`config.mk`:
```
export PLATFORM = sky130hd
export DESIGN_NAME = arlt_fifo
export DESIGN_NICKNAME = d
export VERILOG_FILES = /design/src/sv/arlt_fifo.sv
export SDC_FILE = /design/constraint.sdc
export NUM_CORES = 1
export LEC_CHECK = 0
export BUFFER_PORTS_ARGS = -buffer_cell sky130_fd_sc_hd__buf_2
export CAP_MARGIN = 20
export CORE_MARGIN = 2
export CORE_UTILIZATION = 44
export CTS_CLUSTER_DIAMETER = 200
export CTS_CLUSTER_SIZE = 14
export DETAILED_ROUTE_END_ITERATION = 8
export PLACE_DENSITY = 0.71
export SLEW_MARGIN = 20
export SYNTH_ARGS = -nofsm -noshare
export SYNTH_HDL_FRONTEND = slang
export SYNTH_SLANG_ARGS = --single-unit
export TNS_END_PERCENT = 1
```
`constraint.sdc`:
```
create_clock -name clk -period 1.5 [get_ports clk]
set_input_delay 0.075 -clock clk [delete_from_list [all_inputs] [get_ports clk]]
set_output_delay 0.075 -clock clk [all_outputs]
set_load 0.01 [all_outputs]
```
`src/sv/arlt_fifo.sv`:
```
`timescale 1ns / 1ps
module arlt_fifo #(
  parameter int Width = 8
) (
  input  logic             clk,
  input  logic             rst_n,
  input  logic             push,
  input  logic [Width-1:0] wdata,
  output logic             full,
  input  logic             pop,
  output logic             empty,
  output logic [Width-1:0] rdata
);

  // Two-entry queue
  logic [Width-1:0] mem_r [2];
  logic             wptr_r, rptr_r;
  logic [1:0]       cnt_r;
  logic             do_push, do_pop;

  assign full    = (cnt_r == 2'd2);
  assign empty   = (cnt_r == 2'd0);
  assign do_push = push && !full;
  assign do_pop  = pop && !empty;
  assign rdata   = mem_r[rptr_r];

  always_ff @(posedge clk) begin
    if (do_push) begin
      mem_r[wptr_r] <= wdata;
    end
  end

  always_ff @(posedge clk) begin
    if (!rst_n) begin
      wptr_r <= 1'b0;
      rptr_r <= 1'b0;
      cnt_r  <= 2'd0;
    end else begin
      if (do_push) wptr_r <= !wptr_r;
      if (do_pop)  rptr_r <= !rptr_r;
      cnt_r <= cnt_r + {1'b0, do_push} - {1'b0, do_pop};
    end
  end

`ifndef SYNTH
  a_cnt_max: assert property (@(posedge clk) disable iff (!rst_n) cnt_r <= 2'd2)
    else $error("queue count overflow");
`endif

endmodule

```
==> results.txt, run 1 <==
- Global routing consumed, over all layers together, 13.32% of the routing resources.
- The initial utilization of the core area, before any placement, comes to 47.03%.
- Cell at the root of the clock tree: sky130_fd_sc_hd__clkbuf_4
- Count of pins on the block boundary: 22
* Antenna violations before repair: 0
- Clock latency reported for the late side of the worst-skew pair: 290 ps
* Aggregate routed wire length: 1.392 mm
- The final layout contains 104 nets.
* Number of global-route vias before repair: 480
- Cell depth of the worst min-delay path: 2
- Bufs on Longest Clock Path: 2
- The post-route netlist has 55.06% of its cells at a drive strength greater than 1.
- For the worst flop-to-flop path, the logic depth is 7.
* CTS H-Tree Depth: 1
- The number of nets in the synthesized netlist is 66.
- First-pass GRT wire length: 1.952 mm
- The cell area that synthesis handed to floorplanning was 812.0 µm².
- Count of standard-cell rows: 15
* Number of iterations in the first detailed-routing pass: 4
- Using the TritonRoute via totals, the vias-per-cell ratio works out to 4.474.
- The netlist uses 17 different library cells.
- Critical path launch point type: flop
- # port buffers: 21
- N_diodes: 0
* Iter 0 DRT Violations: 4
- Across all setup checks in the final design, the least slack found is -116.3 ps.
- Count of mapped cells out of synthesis: 52
* Setup repair after global routing missed its margin: true
- The analysis attributes to cell leakage a power of 0.4720 nW.
- Setup violations remaining at the end of the flow were counted as 1.
- Post-CTS setup buffer count: 0
* Worst hold-check path type: input port to flop
- Ratio of total power to cell area: 1572 nW/µm²
* Relative max-transition margin: 74.47%
- Number of clock buffers inserted by TritonCTS: 3
- Across all hold checks on the routed design, the worst slack comes to 42.46 ps.
- VDD sags by at most 0.8369 mV.
- Crit end category: flop
* Clock input transition at the sequential cells of the worst setup and hold paths: 100 ps
* Number of violations of the max-capacitance limit: 0
- Flip-flop and latch count after synthesis: 21
- Drt wl/cell: 12.21 µm
* Max-slew violation total from the final report: 0
- The worst path in the final design needs a cycle of 1616 ps, including I/O delays and setup.
* Routability cong.: 0.6976
- Once detail routing completed, the nets flagged for antenna violations numbered 0.
- After routing the design area is 1160 µm².
- The area growth from synthesis to layout is 42.83%.
- Transition time at the pin with the least slew margin: 383.0 ps
* Total grt overflow: 0
- CP Data Required Time: 1710 ps
- Data arrival time of the worst path: 1830 ps
- Failing checks: setup timing
* Outcome: complete, but fails checks
- Sequential-to-total area share from yosys stat: 71.49%
- Hold violation total from the final report: 0
- The floorplan step set the die width to 46.96 µm.
- In this run the vertical extent of the chip is 46.96 µm.
- The worst path uses 107.8% of the clock period.
- In this run the cell area measured after placement is 993.5 µm².
- Worst-case clock skew: 1.961 ps
- The die covers 2205 µm².
- HPWL reported at the end of detailed placement: 905 µm
- Max Clock Freq: 618.7 MHz
- Drc violations: 0
* Largest fanout on the critical path: 3
* Core Area: 1727 µm²
* Classification of the worst setup path: flop to flop
- Entering global routing, the biggest net connects 12 pins.
- Counting every sink on the clock net gives 21.
- Final core utilization: 67.17%
- Count of warnings emitted by yosys: 0
* Detailed-route via count: 510
* Average cell area after synthesis: 15.62 µm²
- TritonCTS built the clock tree.
## sequential cells by signal (all words and copies together), names as in the netlist, named ones only
| signal | count |
|---|---|
| rptr_r | 1 |
| wptr_r | 1 |
| cnt_r | 2 |
| mem_r | 16 |
## Yosys cell counts
| cell | count | area, µm² |
|---|---|---|
| sky130_fd_sc_hd__edfxtp_1 | 16 | 480.5 |
| sky130_fd_sc_hd__mux2_2 | 8 | 90.09 |
| sky130_fd_sc_hd__dfxtp_1 | 5 | 100.1 |
| sky130_fd_sc_hd__nor2_1 | 5 | 18.77 |
| sky130_fd_sc_hd__inv_1 | 3 | 11.26 |
| sky130_fd_sc_hd__ha_1 | 2 | 25.02 |
| sky130_fd_sc_hd__nand2_1 | 2 | 7.510 |
| sky130_fd_sc_hd__nand2b_1 | 2 | 12.51 |
| sky130_fd_sc_hd__and2_1 | 1 | 6.260 |
| sky130_fd_sc_hd__and2_2 | 1 | 7.510 |
| sky130_fd_sc_hd__and3_1 | 1 | 6.260 |
| sky130_fd_sc_hd__buf_2 | 1 | 5.000 |
| sky130_fd_sc_hd__mux2i_1 | 1 | 10.01 |
| sky130_fd_sc_hd__nor3_1 | 1 | 5.000 |
| sky130_fd_sc_hd__o21a_2 | 1 | 8.760 |
| sky130_fd_sc_hd__xnor2_1 | 1 | 8.760 |
| sky130_fd_sc_hd__xor2_1 | 1 | 8.760 |
## per-stage QoR
stage	power, mW	setup TNS, ps	instances	setup slack (ps)
finish	1.824	-116.3	114	-116.3
detailed placement	1.440	-111.9	102	-111.9
global route	1.941	-163.4	114	-163.4
floorplan	1.203	0	52	2.821
CTS	1.716	-82.95	114	-82.95
global placement	1.420	0	102	5.595
## worst paths after layout
kind                  from  endpoint  slack [ps]
setup reg to reg  cnt_r[1]  cnt_r[1]        -120
hold reg to reg     wptr_r    wptr_r         500
hold / removal       rst_n  cnt_r[0]          40
setup / recovery  cnt_r[1]  cnt_r[1]        -120
## cell usage in the layout, fill, tap and decap left out
cell                             n
sky130_fd_sc_hd__dfxtp_4         1
sky130_fd_sc_hd__buf_2          21
sky130_fd_sc_hd__nand2_4         1
sky130_fd_sc_hd__dlygate4sd3_1   8
sky130_fd_sc_hd__nor3_4          1
sky130_fd_sc_hd__inv_1           2
sky130_fd_sc_hd__edfxtp_1       16
sky130_fd_sc_hd__xnor2_1         1
sky130_fd_sc_hd__dfxtp_2         2
sky130_fd_sc_hd__ha_4            2
sky130_fd_sc_hd__buf_4           5
sky130_fd_sc_hd__and2_4          1
sky130_fd_sc_hd__nand2b_1        1
sky130_fd_sc_hd__inv_2           1
sky130_fd_sc_hd__o21a_4          1
sky130_fd_sc_hd__nand2b_4        1
sky130_fd_sc_hd__and2_1          1
sky130_fd_sc_hd__dfxtp_1         2
sky130_fd_sc_hd__mux2_2          8
sky130_fd_sc_hd__clkbuf_1        1
sky130_fd_sc_hd__mux2i_1         1
sky130_fd_sc_hd__nor2_1          5
sky130_fd_sc_hd__xor2_2          1
sky130_fd_sc_hd__clkbuf_4        3
sky130_fd_sc_hd__and3_1          1
sky130_fd_sc_hd__nand2_1         1
## repair_timing
item,CTS,global route
pin swaps,0,7
endpoints found under the setup margin,1,9
hold buffers,8,0
gates resized for setup,1,11
endpoints found under the hold margin,16,0
## routing by layer
metal	track usage (%)	vias up	part of all wire, %
met1	14.21	235	37
met3	3.846	2	5.5
li1	-	257	-
met2	23.01	16	56
met5	0	-	0
met4	8.333	0	0.86
## cell type report
class	instances	area (µm²)
Sequential cell	21	586.8
Fill cell	138	566.8
Clock buffer	4	26.28
Tap cell	25	31.28
Timing Repair Buffer	34	222.7
Multi-Input combinational cell	27	281.5
Inverter	3	11.26
## logic make-up after synthesis
group           Yosys count  synth area share (%)
buf+inv                   4                 2.002
simple gates             13                 7.859
flops                    21                 71.50
compound gates            1                 1.079
fa+ha+maj                 2                 3.081
mux                       9                 12.33
xor+xnor                  2                 2.158
## report_power, final
part	switching, mW	leakage, nW	internal (mW)
clock network	0.149	0.0150	0.103
logic	0.329	0.265	0.387
registers	0.0828	0.192	0.772
## critical path: stages, from the launching register on
cell	delay [ps]
sky130_fd_sc_hd__dfxtp_4	370
sky130_fd_sc_hd__o21a_4	230
sky130_fd_sc_hd__ha_4	250
sky130_fd_sc_hd__inv_2	40
sky130_fd_sc_hd__ha_4	150
sky130_fd_sc_hd__xor2_2	180
sky130_fd_sc_hd__and2_4	150
sky130_fd_sc_hd__nor3_4	180
No activity file was read; power rests on OpenSTA's default activity.
==> run 2, diff against run 1 <==
--- a/config.mk
+++ b/config.mk
@@ -7,12 +7,15 @@
 export LEC_CHECK = 0
 export BUFFER_PORTS_ARGS = -buffer_cell sky130_fd_sc_hd__buf_2
 export CAP_MARGIN = 20
+export CELL_PAD_IN_SITES_DETAIL_PLACEMENT = 0
+export CELL_PAD_IN_SITES_GLOBAL_PLACEMENT = 1
+export CORE_ASPECT_RATIO = 1.5
 export CORE_MARGIN = 2
-export CORE_UTILIZATION = 44
+export CORE_UTILIZATION = 36
 export CTS_CLUSTER_DIAMETER = 200
 export CTS_CLUSTER_SIZE = 14
 export DETAILED_ROUTE_END_ITERATION = 8
-export PLACE_DENSITY = 0.71
+export PLACE_DENSITY_LB_ADDON = 0.2
 export SLEW_MARGIN = 20
 export SYNTH_ARGS = -nofsm -noshare
 export SYNTH_HDL_FRONTEND = slang
==> run 2 against run 1 <==
The run still ends with setup timing left. Register-to-register slack improved by 110 ps. Setup slack improved by 110 ps. Final cell count decreased by 0.88%. Power increased by 0.10%. Worst hold slack got worse by 24 ps. Critical endpoint unchanged. Combinational power down 2%.
==> results.txt, run 2 (synthesis results as in run 1) <==
- The flow ran to the end, but the final reports show violations.
* Failing checks: setup timing
- The tree is rooted in a sky130_fd_sc_hd__clkbuf_4.
* Ratio of total power to cell area: 1574 nW/µm²
- Biggest cell delay along the critical path: 380 ps
- Number of clock sinks: 21
- The worst setup path is of the flop to flop kind.
* Aggregate routed wire length: 1.343 mm
- TritonCTS built the clock tree.
* Antenna violations before repair: 0
- The worst register-to-register path ends at cnt_r[1].
* Total of endpoints with negative setup slack in the final report: 1
* First-pass GRT wire length: 2.145 mm
- The worst hold path terminates at cnt_r[0].
- Number of violations of the max-capacitance limit: 0
* HPWL reported at the end of detailed placement: 937 µm
- After detailed routing, the number of remaining DRC violations is 0.
* Transition time at the pin with the least slew margin: 382.2 ps
- Crit-path cells: o21a_4, ha_4, inv_2, ha_4, xor2_2, and2_4, nor3_2
- The detail route stage leaves a number of antenna-violating nets equal to 0.
- Post-route worst hold slack: 18.86 ps
- Measured against its own limit, the worst slew margin works out to 74.52%.
- Max-slew violation total from the final report: 0
* Max Clock Freq: 662.0 MHz
- After clock tree synthesis, the clock-pin slew on the worst setup and hold paths is 120 ps.
* Count of standard-cell rows: 21
* Number of flip-flops in the largest register: 16
* Bufs on Longest Clock Path: 2
* Data arrival time of the worst path: 1740 ps
* Share of total power in the clock network: 14.6%
- The analysis attributes to cell leakage a power of 0.4784 nW.
- Iter 0 DRT Violations: 8
- X dimension of the die: 42.78 µm
* Overall die area: 2659 µm²
- Most used cells in the layout excluding fill and tap cells: 21 x sky130_fd_sc_hd__buf_2, 16 x sky130_fd_sc_hd__edfxtp_1, 8 x sky130_fd_sc_hd__mux2_2, 8 x sky130_fd_sc_hd__dlygate4sd3_1, 6 x sky130_fd_sc_hd__buf_4
- Using the TritonRoute via totals, the vias-per-cell ratio works out to 4.487.
* Switching Power: 558.5 µW
- Crit end category: flop
- The final layout contains 105 nets.
- Footprint of the flip-flops and latches: 586.8 µm²
* Largest register by flop count: mem_r
- Critical path launch point type: flop
- Clock latency reported for the late side of the worst-skew pair: 300 ps
- Net switching is 30.59% of the power.
* Number of iterations in the first detailed-routing pass: 3
- Hold violation total from the final report: 0
- N_diodes: 0
* Minimum period implied by the final worst setup slack: 1510 ps
- Detailed-route via count: 507
- Final instance area: 1160 µm²
* Number of global-route vias before repair: 495
* Total GRT Usage: 11.31%
- Clock tree synthesis inserted a total of 3 buffers.
* Count of pins on the block boundary: 22
- CP max stage cell: sky130_fd_sc_hd__dfxtp_4
- Broken down by cell family, the worst path's largest delay share belongs to adder cells.
* CP Data Required Time: 1730 ps
* Depth of the most critical reg-to-reg path: 7
* Combinational Power Share: 38.5%
- In the final layout, the multi-input gates occupy 275.3 µm².
- Die extent in y: 62.17 µm
- Internal reg-to-reg setup slack: -10 ps
* Area added between synthesis and finish: 42.83%
* Setup repair after global routing missed its margin: true
* Routability cong.: 0.5886
- IR drop worst, VDD: 0.7930 mV
* Registers with the highest flip-flop counts: mem_r (16), cnt_r (2)
* Share of the clock period used by the worst path: 100.7%
- # port buffers: 21
- Along the worst path, the maximum fanout reaches 3.
* Final core utilization: 53.18%
- Entering global routing, the biggest net connects 13 pins.
- Summed over all layers, the global routing overflow is 0.
- Slack of the critical path: -10.47 ps
* Drt wl/cell: 11.88 µm
- Post-Route Setup TNS: -10.47 ps
* # fillers: 203
* Worst-case clock skew: 5.221 ps
* Hold Path Origin: rst_n
- CTS H-Tree Depth: 1
- Post-placement cell area: 991.0 µm²
- Proportion of layout cells with a drive suffix above 1: 56.67%
- In this design, the critical path's most frequently occurring cell is sky130_fd_sc_hd__ha_4.
* Buffers & Inverters on Critical Path: 1
* Internal Pwr Total: 1.267 mW
- Once the floorplan was initialized, standard cells occupied 37.23% of the core.
- Core Area: 2181 µm²
- Reg2reg start: cnt_r[1]
- Counting instances, the worst hold path has a depth of 2.
- The path class of the tightest hold or removal check is input port to flop.
- Commonest non-fill, non-tap cell in the layout: sky130_fd_sc_hd__buf_2
* Part of the power in registers: 46.9%
## run 2: changes by cell type in the layout (fill, tap and decap cells not counted), sizes merged
cell,previous run,this run
clkbuf,4,3
buf,26,27
clkinv,0,1
## run 2: final cells by class
| cell class | count | area share [%] |
|---|---|---|
| flip-flops and latches | 21 | 50.59 |
| repair buffers | 35 | 19.85 |
| inverters | 3 | 0.9709 |
| well taps | 23 | 2.481 |
| multi-input cells | 27 | 23.73 |
| clock inverters | 1 | 0.4315 |
| clock buffers | 3 | 1.942 |
## run 2: through the flow
stage	instances	worst slack (ps)	total power [mW]
global route	113	-72.77	1.945
CTS	113	-10.23	1.842
floorplan	52	2.821	1.203
finish	113	-10.47	1.825
global placement	100	-3.635	1.428
detailed placement	100	-68.89	1.443
## run 2: routing by layer
| metal | wire, µm | share of wire, % | track usage, % |
|---|---|---|---|
| met3 | 56 | 4.2 | 1.744 |
| met4 | 43 | 3.2 | 9.375 |
| met1 | 546 | 41 | 12.38 |
| met5 | 0 | 0 | 0 |
| met2 | 697 | 52 | 18.37 |
## run 2: worst max path at each step
stage	cells after the start	startpoint	endpoint	slack, ps
4_1_cts	7	cnt_r[1]	cnt_r[1]	-10
3_3_place_gp	7	cnt_r[1]	cnt_r[1]	-4
6_report	7	cnt_r[1]	cnt_r[1]	-10
5_1_grt	7	cnt_r[1]	cnt_r[1]	-70
3_5_place_dp	7	cnt_r[1]	cnt_r[1]	-70
2_1_floorplan	7	cnt_r[1]	cnt_r[1]	3
## run 2: power by group through the flow
stage	clock [mW]	sequential [mW]	combinational (mW)
global placement	0	0.860	0.568
finish	0.267	0.857	0.702
detailed placement	0	0.866	0.577
CTS	0.271	0.858	0.712
global route	0.299	0.873	0.773
floorplan	0	0.822	0.381
## run 2: what timing repair did
action | CTS | global route
hold buffers | 8 | 0
pin swaps | 4 | 0
resized for setup | 10 | 1
endpoints found under the setup margin | 1 | 9
endpoints found under the hold margin | 16 | 0
setup buffers | 1 | 0
